==> src/rtl/tios_pkg.sv <==
// ----------------------------------------------------------------------------
// tios_pkg
// Shared types, codes and defaults of the table index search block.
// ----------------------------------------------------------------------------
package tios_pkg;

    localparam int TABLE_DEPTH = 256;

    localparam int LEN_W   = 9;
    localparam int MODE_W  = 2;
    localparam int ENTRY_W = 8;
    localparam int KEY_W   = 64;
    localparam int CFG_W   = 9;

    // request codes
    localparam logic REQ_WRITE  = 1'b0;
    localparam logic REQ_SEARCH = 1'b1;

    // search modes; every other code means membership only
    localparam logic [MODE_W-1:0] MODE_FIRST  = 2'd0;
    localparam logic [MODE_W-1:0] MODE_LAST   = 2'd1;
    localparam logic [MODE_W-1:0] MODE_MEMBER = 2'd2;

    // configuration register indexes
    localparam logic CFG_LENGTH = 1'b0;
    localparam logic CFG_MODE   = 1'b1;

    typedef struct packed {
        logic               req_type;
        logic [ENTRY_W-1:0] entry_index;
        logic [KEY_W-1:0]   key_value;
    } t_item;

    typedef struct packed {
        logic [LEN_W-1:0] result_index;
        logic             found;
    } t_result;

    typedef struct packed {
        logic [LEN_W-1:0]  table_length;
        logic [MODE_W-1:0] search_mode;
    } t_cfg;

    typedef enum logic {
        ST_IDLE,
        ST_SCAN
    } t_state;

endpackage

==> src/rtl/tios_scan.sv <==
// ----------------------------------------------------------------------------
// tios_scan
// Scan sequencer: walks the table one read a cycle and compares each entry.
// ----------------------------------------------------------------------------
module tios_scan #(
    parameter int TABLE_DEPTH = tios_pkg::TABLE_DEPTH,
    localparam int AW         = (TABLE_DEPTH > 1) ? $clog2(TABLE_DEPTH) : 1
) (
    input  logic                         i_clk,
    input  logic                         i_rst_n,
    input  logic                         i_go,
    input  logic [tios_pkg::KEY_W-1:0]   i_key,
    input  tios_pkg::t_cfg               i_cfg,
    output logic [AW-1:0]                o_raddr,
    input  logic [tios_pkg::KEY_W-1:0]   i_rdata,
    output logic                         o_busy,
    output logic                         o_done,
    output tios_pkg::t_result            o_result
);

    tios_pkg::t_state r_state, n_state;
    logic [tios_pkg::LEN_W-1:0] r_rd_idx, n_rd_idx;
    logic [tios_pkg::LEN_W-1:0] r_left, n_left;
    logic [tios_pkg::LEN_W-1:0] r_cmp_idx, n_cmp_idx;
    logic                       r_pend, n_pend;
    logic [tios_pkg::KEY_W-1:0] r_key, n_key;
    logic                       r_done, n_done;
    tios_pkg::t_result          r_result, n_result;

    logic is_last;
    logic is_member;
    logic hit;

    assign is_last   = (i_cfg.search_mode == tios_pkg::MODE_LAST);
    assign is_member = (i_cfg.search_mode != tios_pkg::MODE_FIRST) && !is_last;
    assign hit       = r_pend && (i_rdata == r_key);

    always_ff @(posedge i_clk) begin
        if (!i_rst_n) begin
            r_state  <= tios_pkg::ST_IDLE;
            r_left   <= '0;
            r_pend   <= 1'b0;
            r_done   <= 1'b0;
        end else begin
            r_state  <= n_state;
            r_left   <= n_left;
            r_pend   <= n_pend;
            r_done   <= n_done;
        end
    end

    always_ff @(posedge i_clk) begin
        r_rd_idx  <= n_rd_idx;
        r_cmp_idx <= n_cmp_idx;
        r_key     <= n_key;
        r_result  <= n_result;
    end

    always_comb begin
        n_state   = r_state;
        n_rd_idx  = r_rd_idx;
        n_left    = r_left;
        n_cmp_idx = r_cmp_idx;
        n_pend    = 1'b0;
        n_key     = r_key;
        n_done    = 1'b0;
        n_result  = r_result;
        case (r_state)
            tios_pkg::ST_IDLE: begin
                if (i_go) begin
                    n_state  = tios_pkg::ST_SCAN;
                    n_key    = i_key;
                    n_left   = i_cfg.table_length;
                    n_rd_idx = is_last ? (i_cfg.table_length - 1'b1) : '0;
                end
            end
            tios_pkg::ST_SCAN: begin
                // issue the next read while entries remain
                n_pend    = (r_left != '0);
                n_cmp_idx = r_rd_idx;
                if (r_left != '0) begin
                    n_left   = r_left - 1'b1;
                    n_rd_idx = is_last ? (r_rd_idx - 1'b1) : (r_rd_idx + 1'b1);
                end
                if (hit || (!r_pend && (r_left == '0))) begin
                    n_state               = tios_pkg::ST_IDLE;
                    n_done                = 1'b1;
                    n_pend                = 1'b0;
                    n_result.found        = hit;
                    n_result.result_index = hit ? r_cmp_idx : i_cfg.table_length;
                    if (is_member) begin
                        n_result.result_index = '0;
                    end
                end
            end
            default: begin
                n_state = tios_pkg::ST_IDLE;
            end
        endcase
    end

    assign o_raddr  = AW'(r_rd_idx);
    assign o_busy   = (r_state == tios_pkg::ST_SCAN);
    assign o_done   = r_done;
    assign o_result = r_result;

endmodule

==> config.mk <==
export PLATFORM = sky130hd
export DESIGN_NAME = tios_scan
export DESIGN_NICKNAME = d
export VERILOG_FILES = /design/src/rtl/tios_pkg.sv /design/src/rtl/tios_scan.sv
export SDC_FILE = /design/constraint.sdc
export NUM_CORES = 1
export LEC_CHECK = 0
export BUFFER_PORTS_ARGS = -buffer_cell sky130_fd_sc_hd__buf_2
export CORE_ASPECT_RATIO = 0.6
export CORE_MARGIN = 2
export CORE_UTILIZATION = 40
export DETAILED_ROUTE_END_ITERATION = 10
export GPL_ROUTABILITY_DRIVEN = 1
export HOLD_SLACK_MARGIN = 0.06
export PLACE_DENSITY = 0.68
export SYNTH_ARGS = -nofsm -noshare
export SYNTH_HDL_FRONTEND = slang
export SYNTH_SLANG_ARGS = --single-unit
==> constraint.sdc <==
create_clock -name i_clk -period 2.9 [get_ports i_clk]
set_input_delay 0.29 -clock i_clk [delete_from_list [all_inputs] [get_ports i_clk]]
set_output_delay 0.29 -clock i_clk [all_outputs]
set_load 0.1 [all_outputs]
; ---- Yosys cells after proc, flatten, opt, wreduce, memory -nomap -nowiden
; Cells that the tools add are included.
[totals]
ff_bits = 104
ram_bits = 0
latch_bits = 0
mem_count = 0
word_cells = 46
rom_bits = 0
output_inout_bits = 20
[classes]
magnitude_cmp = 0
n_mux = 13
multipliers = 0
addsub = 4
eq_ne = 4
reduce_logical = 14
shifts = 0
n_div = 0
bitwise = 2
[ops]
columns = op, count
row1 = equality test 64 bit, 1
row2 = 2-to-1 mux 9 bit, 7
row3 = case mux 9 bit (2 select lines), 2
row4 = subtractor 9 x 1 -> 9 bit (second input constant), 3
row5 = adder 9 x 1 -> 9 bit (second input constant), 1
row6 = logical NOT 9 bit, 1
row7 = nonzero test 9 bit, 1
row8 = AND reduction 2 bit, 4
row9 = logical AND 1 bit, 3
row10 = 2-to-1 mux 1 bit, 3
row11 = OR reduction 3 bit, 1
row12 = equality test 2 x 1 -> 1 bit (second input constant), 1
row13 = logical NOT 1 bit, 2
row14 = inequality test 2 x 1 -> 1 bit (second input constant), 1
row15 = inequality test 2 bit (second input constant), 1
row16 = inverter 1 bit, 2
row17 = case mux 1 bit (2 select lines), 1
row18 = nonzero test 2 bit, 1
row19 = logical OR 1 bit, 1

; ---- Logic depth before layout (Yosys ltp)
; Gate-level depths: netlist of run 1.
[logic_depth]
word_depth = 5
mapped_depth = 10

; ---- Least setup slack after synthesis of run 1
; OpenSTA, ideal clock, no wires.
[synth_timing]
path_type = reg2reg
start = register r_state (netlist: o_busy)
end = register r_left[0] in the netlist's numbering
n_path_buf = 0
arrival_ps = 3644
path_slack_ps = -874
period_less_slack_ps = 3774
path_stages_with_launch = 5
path_cell_list = dfxtp_1 -> nand2b_1 -> clkinv_1 -> a221oi_1 -> nor2b_1
[synth_between]
elab_chain_len = 3
word_cells_on_any_way = 5
[synth_lines]
columns = element, line_no
row1 = "start, declared", tios_scan.sv:21  ; tios_pkg::t_state r_state, n_state;
row2 = "start signal, assigned", tios_scan.sv:40  ; r_state <= tios_pkg::ST_IDLE;
row3 = "start signal, assigned", tios_scan.sv:45  ; r_state <= n_state;
row4 = inverter 1 bit, --
row5 = inequality test 2 bit (no line), --
row6 = AND reduction 2 bit (no line), --
row7 = "end signal, assigned", tios_scan.sv:46  ; r_left <= n_left;
row8 = "end, declared", tios_scan.sv:23  ; logic [tios_pkg::LEN_W-1:0] r_left, n_left;
; Parallel ways exist; a longest one is shown, timed or not.
; A chain may end at the register's enable or synchronous reset.

; ---- Worst setup path in the final report of run 1
[layout_timing]
start = register r_key[63] in the netlist's numbering
end = register r_result, in the netlist o_result[6], data pin
[layout_between]
elab_chain_len = 3
[layout_lines]
columns = element, line_no
row1 = "start, declared", tios_scan.sv:26  ; logic [tios_pkg::KEY_W-1:0] r_key, n_key;
row2 = "start signal, assigned", tios_scan.sv:55  ; r_key <= n_key;
row3 = equality test 64 bit, tios_scan.sv:36  ; assign hit = r_pend && (i_rdata == r_key);
row4 = logical AND 1 bit, tios_scan.sv:36
row5 = 2-to-1 mux 9 bit, tios_scan.sv:90  ; n_result.result_index = hit ? r_cmp_idx : i_cfg.table_length;
row6 = "end signal, assigned", tios_scan.sv:56  ; r_result <= n_result;
row7 = "end, declared", tios_scan.sv:28  ; tios_pkg::t_result r_result, n_result;
; No other way between the ends.

==> impl_metrics.py, run 1 <==
metrics = {
    "floorplan": {
        "coreArea_um2": 12020,
        "num_rows": 31,
        "ioPinCount": 162,
        "die_area_um2": 13190,
        "dieHeight_um": 89.75,
        "initial_utilization_pct": 40.77,
        "die_width_um": 146.9,
    },
    "place": {
        "gp_congestion": 0.8637,
        "place_area_um2": 5877,
        "place_hpwl_um": 9096,
        "dpl.cell_count": 702,
        "io_buffers": 161,
    },
    "pwr": {
        "peakVddDrop_mv": 0.2616,
        "power_density_nw_per_um2": 610.5,
        "power_leakage_nw": 2.364,
    },
    "clock_tree": {
        "path_clk_slew_ns": 0.07,
        "cts_buffer_depth": 2,
        "clkSinkCount": 104,
        "cts-root-buf": "clkbuf_16",
        "cts_tree": "done",
        "cts_setup_buffers": 0,
        "cts_buffers": 9,
        "cts_hold_buffers": 0,
        "clock_latency_ns": 0.34,
        "cts_resized": 0,
        "cts-htree-levels": 3,
    },
    "drt": {
        "vias": 3578,
        "wl_per_cell_um": 16.35,
        "firstDrtPassIters": 4,
        "antenna_left": 0,
        "drtIter0Drc": 276,
        "totalWireLength_um": 11740,
        "vias_per_cell": 4.983,
        "drcViolationCount": 0,
    },
    "global_route": {
        "grt_use_total_pct": 18.04,
        "grt_max_degree": 53,
        "antenna_found_initial": 0,
        "grt_pass1_wl_um": 18730,
        "grt_pass1_vias": 3723,
        "grt-ovfl-total": 0,
    },
    "setup_path": {
        "critPathBufInv": 0,
        "critPathLaunchType": "flop",
        "slowest_stage": "or4_4",
        "slowest_delay_ns": 0.66,
        "crit_fanout": 11,
        "cp-end-kind": "flop",
        "rrSetupSlack_ns": 0.37,
        "crit_chain": "xor2_1, nor4_1, nand4_2, or4_4, o21ai_1, a21oi_1",
        "critPathKind": "flop to flop",
        "cp_top_family": "simple AND/OR/NAND/NOR gates",
        "worst_ep_arrival_time_ns": 2.62,
        "cp.required_ns": 2.99,
    },
    "sta": {
        "fmax_mhz": 394.6,
        "tns_ns": 0,
        "fin_hold_ws_ns": 0.1267,
        "finalHoldViolCount": 0,
        "skew_ns": 0.01170,
        "tightestPinTransition_ns": 0.6043,
        "period_needed_ns": 2.534,
        "fin_crit_sh_pct": 87.38,
        "rsz0062_at_grt": "false",
        "slew_headroom_pct": 59.34,
        "final_max_slew_viol_count": 0,
        "setup_viol": 0,
    },
    "yosys": {
        "synthesis.area_um2": 4902,
        "ys_types": 52,
        "yosys_most_used_dff": "edfxtp_1",
        "yosysSeqAreaShare_pct": 61.26,
        "synth_edf_count": 92,
        "syn_inst": 388,
        "avgSynthCellArea_um2": 12.63,
        "synthArstFlopShare_pct": 0,
        "ys_ff_latch": 104,
        "syn_nets": 533,
        "ys_warn_count": 0,
    },
    "cells_and_area": {
        "design_area_um2": 6156,
        "nFillCells": 1085,
        "syn2layout_area_growth_pct": 25.57,
        "final_cell_mix": "buf_2 (161), edfxtp_1 (92), xnor2_1 (51)",
        "final_layout_size_suffix_gt1_share_pct": 34.90,
        "post-route-util_pct": 51.20,
        "antennaDiodeCount": 0,
        "nNetsFinal": 693,
        "layout_commonest_cell": "buf_2",
        "fin_cells": 718,
    },
    "worst_hold_path": {
        "holdCritPathClass": "input pin to flop",
    },
    "run_status": {
        "status": "completed",
    },
    "job": {
        "maxCapViolCount": 0,
    },
}
## kinds of logic after synthesis
| group | synth area share, % |
|---|---|
| compound gates | 9.546 |
| fa+ha+maj | 0.7658 |
| flops | 61.26 |
| buf+inv | 3.599 |
| xor+xnor | 12.69 |
| simple gates | 11.94 |
| mux | 0.2042 |
## metal layers
layer	global-route usage (%)	vias up	part of all wire, %
met3	4.772	10	9.4
met5	0	-	0
met4	4.407	0	1.0
li1	-	1753	-
met2	28.33	155	43
met1	25.17	1660	47
## layout make-up
cell class | count | area (um^2) | share of cell area [%]
clock buffer | 9 | 225.2 | 3.659
clock inverter | 7 | 53.80 | 0.8740
inverter | 15 | 57.56 | 0.9350
multi-input combinational | 248 | 1723 | 27.99
sequential | 104 | 3004 | 48.80
tap | 165 | 206.4 | 3.354
timing repair buffer | 170 | 885.9 | 14.39
## synth_stat cells, types with 2 or more instances
library cell | n | area share, %
nor3_1 | 8 | 0.82
nor4_1 | 9 | 1.1
edfxtp_1 | 92 | 56
xnor2_1 | 51 | 9.1
buf_2 | 2 | 0.20
or4_1 | 3 | 0.46
o31ai_1 | 3 | 0.46
o21ai_1 | 15 | 1.5
a211oi_1 | 2 | 0.31
clkbuf_1 | 8 | 0.61
a21oi_1 | 19 | 1.9
a21boi_1 | 5 | 0.77
nand3_1 | 3 | 0.31
o2bb2ai_1 | 2 | 0.36
and3_1 | 2 | 0.26
nor2_1 | 12 | 0.92
buf_4 | 8 | 1.2
nor2b_1 | 12 | 1.5
a221oi_1 | 4 | 0.71
nand2_1 | 15 | 1.1
ha_1 | 3 | 0.77
dfxtp_1 | 12 | 4.9
inv_1 | 13 | 1.0
or3_1 | 2 | 0.26
nand2b_1 | 6 | 0.77
xor2_1 | 20 | 3.6
clkinv_1 | 2 | 0.15
or4_4 | 2 | 0.46
o22ai_1 | 2 | 0.26
a31oi_1 | 2 | 0.26
nand4_1 | 19 | 2.4
o21ai_0 | 10 | 1.0
## path summary, 6_finish.rpt
| path | startpoint | end | cells past startpoint |
|---|---|---|---|
| worst min register to register | r_left[5] | r_left[5] | 1 |
| worst max-delay path | r_key[63] | o_result[6] | 6 |
| worst min-delay path | i_key[48] | r_key[48] | 1 |
| worst max register to register | r_key[63] | o_result[6] | 6 |
## where the power goes
group          switching [W]  internal, W  total (W)
clock               0.000542     0.000592    0.00113
sequential         0.0000973      0.00179    0.00188
combinational       0.000481     0.000258   0.000739
total                0.00112      0.00264    0.00376
## state kept, by name, indices dropped and copies added (netlist names)
register	count
r_key	64
o_result	10
r_cmp_idx	9
r_left	9
r_rd_idx	9
o_busy	1
o_done	1
r_pend	1
## worst register-to-register path, stage by stage (launching register included)
cell and delay (ns):
edfxtp_1 0.38, xor2_1 0.17, nor4_1 0.56, nand4_2 0.25, or4_4 0.66, o21ai_1 0.18, a21oi_1 0.09
## through the flow
stage	worst slack, ns	power (W)
after global routing	0.1398	0.003920
after detailed placement	0.3821	0.002659
final	0.3661	0.003758
after global placement	0.4113	0.002632
after floorplan	0.2620	0.002441
after CTS	0.3758	0.003793
(Power assumes the default switching activity.)
==> run 2: changes to the inputs <==
Settings changed: ABC_AREA from default to 1, MAX_ROUTING_LAYER from default to met4, PLACE_DENSITY 0.68 to 0.66.
==> run 2 against run 1 <==
Compared with the run above: wire length increased by 39%; count of clock-buffer cells in the layout unchanged; critical path depth increased by 2; maximum frequency is 6.4% higher; register-to-register slack gained 0.15 ns; sequential cell count unchanged; highest routed layer unchanged.
==> impl_metrics.py, run 2 <==
metrics = {
    "yosys": {
        "yosys_most_used_dff": "edfxtp_1",
        "synth_top_area_share_pct": 47.40,
        "synthArstFlopShare_pct": 0,
        "synth_compound_area_share_pct": 5.109,
        "synthMuxAreaShare_pct": 0,
        "ys_types": 36,
        "ys_warn_count": 0,
        "synth_edf_count": 92,
        "syn_nets": 858,
        "netlist_top_cells_count": "nand2_1 (179), inv_1 (138), edfxtp_1 (92), nor2_1 (82), nand4_1 (36)",
        "synth_top_family_by_area": "simple AND/OR/NAND/NOR gates",
        "ys_ff_latch": 104,
        "avgSynthCellArea_um2": 8.174,
        "synth_most_common_cell": "nand2_1",
        "yosys.area_share.simple_pct": 27.26,
        "synthesis.area_um2": 5828,
        "synth_top_area_cell": "edfxtp_1",
        "synthXorXnorAreaFrac_pct": 4.508,
        "yosysSeqAreaShare_pct": 51.52,
        "ys_top_cells_by_area": "edfxtp_1 (47%), nand2_1 (12%), inv_1 (8.9%)",
        "synth_fa_ha_area_share_pct": 0.6441,
        "syn_inst": 713,
    },
    "global_route": {
        "antenna_found_initial": 1,
        "grt_use_total_pct": 21.75,
        "grt_max_degree": 41,
        "grt_pass1_wl_um": 25070,
        "grt_pass1_vias": 4591,
        "grt-ovfl-total": 0,
    },
    "clock_tree": {
        "cts_setup_buffers": 0,
        "clkSinkCount": 104,
        "cts_buffer_depth": 2,
        "path_clk_slew_ns": 0.07,
        "cts_hold_buffers": 0,
        "clock_latency_ns": 0.35,
        "cts-htree-levels": 3,
        "cts-root-buf": "clkbuf_16",
        "cts_tree": "done",
        "cts_buffers": 9,
        "cts_resized": 0,
    },
    "sta": {
        "skew_ns": 0.01035,
        "finalHoldViolCount": 0,
        "fin_crit_sh_pct": 82.10,
        "period_needed_ns": 2.381,
        "tns_ns": 0,
        "slew_headroom_pct": 66.94,
        "setup_viol": 0,
        "final_max_slew_viol_count": 0,
        "rsz0062_at_grt": "false",
        "tightestPinTransition_ns": 0.4994,
        "fin_hold_ws_ns": 0.1144,
        "fin_ws_ns": 0.5191,
        "fmax_mhz": 420.0,
    },
    "setup_path": {
        "critPathKind": "flop to flop",
        "worst_ep_arrival_time_ns": 2.42,
        "rr_endpoint": "o_result[5]",
        "rrSetupSlack_ns": 0.52,
        "cp-end-kind": "flop",
        "crit_fanout": 12,
        "rr_startpoint": "r_key[28]",
        "reg2reg_depth": 8,
        "cp.required_ns": 2.94,
        "critPathLaunchType": "flop",
    },
    "drt": {
        "vias": 5168,
        "topRoutingLayerUsed": "met4",
        "wl_met1_um": 8670,
        "antenna_left": 0,
        "drcViolationCount": 0,
        "totalWireLength_um": 16360,
        "vias_per_cell": 4.776,
        "wl_met3_um": 1604,
        "drtIter0Drc": 425,
        "wl_per_cell_um": 15.12,
        "firstDrtPassIters": 5,
        "met2WireLength_um": 5974,
    },
    "cells_and_area": {
        "final_cell_mix": "nand2_1 (179), buf_2 (161), inv_1 (137)",
        "largest-register": "r_key",
        "post-route-util_pct": 49.81,
        "syn2layout_area_growth_pct": 22.89,
        "largest_register_ffs": 64,
        "final_layout_size_suffix_gt1_share_pct": 24.38,
        "layout_commonest_cell": "nand2_1",
        "nNetsFinal": 1022,
        "multi_input_area_um2": 2187,
        "seqCellArea_um2": 3003,
        "fin_cells": 1082,
        "nFillCells": 1396,
    },
    "worst_hold_path": {
        "holdCritPathClass": "input pin to flop",
        "min_from": "i_key[22]",
        "holdPathEnd": "r_key[22]",
        "min_delay_path_depth": 1,
    },
    "floorplan": {
        "die_area_um2": 15580,
        "die_width_um": 159.8,
        "num_rows": 34,
        "dieHeight_um": 97.50,
        "ioPinCount": 162,
        "coreArea_um2": 14380,
        "initial_utilization_pct": 40.53,
    },
    "pwr": {
        "power_leakage_nw": 3.513,
        "peakVddDrop_mv": 0.2799,
        "power_density_nw_per_um2": 618.8,
    },
    "place": {
        "dpl.cell_count": 1064,
        "io_buffers": 161,
        "place_hpwl_um": 13050,
        "dp_slack_ns": 0.5462,
        "gp_congestion": 0.9456,
    },
    "job": {
        "maxCapViolCount": 0,
    },
    "run_status": {
        "status": "completed",
    },
}
==> run 2: changes by cell type after synthesis, sizes merged, moves of 5 or more <==
cell / delta
a21oi: -7
o21ai: +11
or4: -5
nand3: +18
clkbuf: -7
inv: +134
xnor2: -37
nand2: +173
nor4: -7
nand2b: -6
nor2: +80
nor2b: -12
nand4: +16
==> run 2: metal layers <==
| metal | global-route usage [%] | vias up |
|---|---|---|
| met4 | 3.396 | 0 |
| li1 | - | 2615 |
| met5 | - | - |
| met1 | 35.97 | 2315 |
| met3 | 5.933 | 9 |
| met2 | 25.57 | 229 |
==> run 2: metrics by stage <==
stage | area, um^2 | power (W)
finish | 7162 | 0.004431
floorplan | 5828 | 0.002835
global placement | 6845 | 0.003139
detailed placement | 6845 | 0.003154
CTS | 7157 | 0.004453
global route | 7159 | 0.004649
==> run 2: worst max-delay path by stage <==
stage | startpoint | endpoint | slack [ns] | depth (start not counted)
after detailed placement | r_key[28] | o_result[5] | 0.55 | 8
after global placement | i_rdata[28] | o_result[9] | 0.57 | 9
after CTS | r_key[62] | o_result[9] | 0.52 | 8
after floorplan | o_busy | r_key[0] | 0.14 | 3
final | r_key[28] | o_result[5] | 0.52 | 8
after global routing | r_key[10] | o_result[0] | 0.34 | 8
==> run 2: area by class of cell <==
type | count | share of cell area, %
antenna | 2 | 0.06988
clock buffer | 9 | 3.145
clock inverter | 7 | 1.205
inverter | 147 | 7.704
multi-input combinational | 449 | 30.54
sequential | 104 | 41.93
tap | 198 | 3.459
timing repair buffer | 166 | 11.95
==> run 2: critical path: stages (launching register included) <==
cell and delay (ns):
edfxtp_1 0.38, xnor2_1 0.30, nand2_1 0.10, nor2_1 0.20, nand2_1 0.13, nor2_4 0.22
nand3_2 0.31, a21oi_1 0.22, buf_4 0.21
==> run 2: kinds of logic (layout without fill, tap and decap cells) <==
kind of cell / after synthesis / after routing
AND/OR/NAND/NOR: 360 / 360
AO/OA/AOI/OAI: 56 / 56
flip-flops: 104 / 104
XOR/XNOR: 30 / 30
adder cells (fa/ha/maj): 3 / 3
other: 0 / 2
buffers and inverters: 160 / 329
==> run 2: power breakdown <==
part           switching (W)  internal [W]  total [W]
logic               0.000852      0.000328    0.00118
registers           0.000105       0.00185    0.00196
clock network       0.000546      0.000750    0.00130
total                0.00150       0.00293    0.00443
==> run 3: changes to the inputs <==
Settings changed: PLACE_DENSITY 0.66 to default.
Clock period 2.9 ns to 2.4 ns, I/O delays scaled along.
==> run 3 against run 2 <==
Compared with the run above: worst setup slack worse by 0.31 ns; critical path depth did not move; non-clock buffer count grew 38; largest cell class unchanged; first-iteration DRC count down 13%; register-to-register slack lost 0.31 ns; utilization rose by 2.4 points; clock power up 6%; global-route usage increased by 0.78 points.
==> impl_metrics.py, run 3 (synthesis gave the netlist of run 2 again) <==
metrics = {
    "run_status": {
        "status": "completed",
    },
    "cells_and_area": {
        "largest_register_ffs": 64,
        "largest-register": "r_key",
        "antennaDiodeCount": 0,
        "final_layout_size_suffix_gt1_share_pct": 23.91,
        "nNetsFinal": 1060,
        "syn2layout_area_growth_pct": 28.81,
        "layout_commonest_cell": "nand2_1",
        "nFillCells": 1367,
        "final_cell_mix": "nand2_1 (179), buf_2 (161), inv_1 (137)",
    },
    "floorplan": {
        "num_rows": 34,
        "die_width_um": 159.8,
        "die_area_um2": 15580,
        "initial_utilization_pct": 40.53,
        "dieHeight_um": 97.50,
        "ioPinCount": 162,
        "coreArea_um2": 14380,
    },
    "sta": {
        "final_max_slew_viol_count": 0,
        "setup_viol": 0,
        "skew_ns": 0.008787,
        "tns_ns": 0,
        "fin_hold_ws_ns": 0.06958,
        "fmax_mhz": 456.1,
        "finalHoldViolCount": 0,
        "rsz0062_at_grt": "false",
        "fin_crit_sh_pct": 91.35,
        "tightestPinTransition_ns": 0.5230,
        "slew_headroom_pct": 64.86,
        "period_needed_ns": 2.193,
    },
    "setup_path": {
        "critPathKind": "flop to flop",
        "crit_fanout": 10,
        "slowest_stage": "edfxtp_1",
        "cp-end-kind": "flop",
        "worst_ep_arrival_time_ns": 2.24,
        "slowest_delay_ns": 0.38,
        "cp.required_ns": 2.45,
        "critPathLaunchType": "flop",
        "crit_chain": "xnor2_1, nand3_1, nor2_1, nand2_1, nor2_4, nand3_2, a21oi_1, buf_4",
    },
    "pwr": {
        "power_leakage_nw": 3.642,
        "power_density_nw_per_um2": 694.4,
        "peakVddDrop_mv": 0.3422,
    },
    "drt": {
        "vias": 5174,
        "antenna_left": 0,
        "drcViolationCount": 0,
        "vias_per_cell": 4.628,
        "drtIter0Drc": 370,
        "totalWireLength_um": 16640,
        "wl_per_cell_um": 14.88,
        "firstDrtPassIters": 5,
    },
    "place": {
        "io_buffers": 161,
        "place_hpwl_um": 13260,
        "gp_congestion": 0.9489,
    },
    "clock_tree": {
        "path_clk_slew_ns": 0.07,
        "cts_tree": "done",
        "cts_buffers": 9,
        "cts-htree-levels": 3,
        "clock_latency_ns": 0.35,
        "clkSinkCount": 104,
        "cts-root-buf": "clkbuf_16",
        "cts_buffer_depth": 2,
    },
    "global_route": {
        "antenna_found_initial": 0,
        "grt-ovfl-total": 0,
        "grt_max_degree": 37,
        "grt_pass1_wl_um": 25940,
        "grt_pass1_vias": 4828,
        "grt_use_total_pct": 22.53,
    },
    "job": {
        "maxCapViolCount": 0,
    },
    "worst_hold_path": {
        "holdCritPathClass": "input pin to flop",
    },
}
run 3: cell types whose count changed in the layout (fill, tap and decap cells not counted), sizes merged:
cell and change:
diode -2, buf +3, clkbuf +1, clkinv -2, clkinvlp +3, bufinv -2
dlygate4sd3 +35
run 3: through the flow:
stage / worst slack [ns] / instance area (um^2) / utilization (%) / total power [W] / instances
3_5_place_dp: 0.2834 / 6875 / 47.82 / 0.003814 / 1067
2_1_floorplan: 0.1988 / 5836 / - / 0.003425 / 713
6_report: 0.2075 / 7507 / 52.21 / 0.005213 / 1118
3_3_place_gp: 0.3012 / 6875 / 47.82 / 0.003808 / 1067
4_1_cts: 0.2710 / 7480 / 52.02 / 0.005233 / 1116
5_1_grt: 0.007295 / 7507 / 52.21 / 0.005505 / 1118
run 3: routing by layer:
metal	up-vias	track usage, %	share of wire, %
met3	15	6.189	9.8
met1	2296	34.97	51
met2	186	29.10	38
met4	0	3.742	0.88
li1	2677	-	-
met5	-	-	0
run 3: repair_timing:
action                                 4_1_cts  5_1_grt
resized for setup                            0        2
buffers inserted                             0        0
setup endpoints to repair                    0       18
hold buffers                                33        2
endpoints found under the hold margin       33        2
run 3: critical path, delay by kind of cell, from the launching register on:
kind | cells | cell delay (ns)
compound gates | 1 | 0.16
xor+xnor | 1 | 0.32
simple gates | 5 | 0.83
buf+inv | 1 | 0.21
flops | 1 | 0.38
run 3: area by class of cell:
| class | instances | area (um^2) | area share [%] |
|---|---|---|---|
| clock buffers | 10 | 229.0 | 3.050 |
| clock inverters | 6 | 45.04 | 0.6000 |
| inverters | 147 | 555.5 | 7.400 |
| multi-input cells | 449 | 2195 | 29.23 |
| flip-flops and latches | 104 | 3007 | 40.05 |
| well taps | 198 | 247.7 | 3.300 |
| repair buffers | 204 | 1229 | 16.37 |
run 3: worst paths after layout:
kind	startpoint	endpoint	slack [ns]	cells after the start
setup / recovery	r_key[10]	o_result[9]	0.21	8
setup reg to reg	r_key[10]	o_result[9]	0.21	8
hold reg to reg	r_rd_idx[8]	r_cmp_idx[8]	0.49	0
hold / removal	i_key[41]	r_key[41]	0.07	1
run 3: report_power, final:
| part | total (W) | switching, W | internal (W) |
|---|---|---|---|
| combinational | 0.00147 | 0.00102 | 0.000441 |
| sequential | 0.00237 | 0.000132 | 0.00224 |
| clock | 0.00138 | 0.000670 | 0.000708 |
| total | 0.00521 | 0.00183 | 0.00339 |
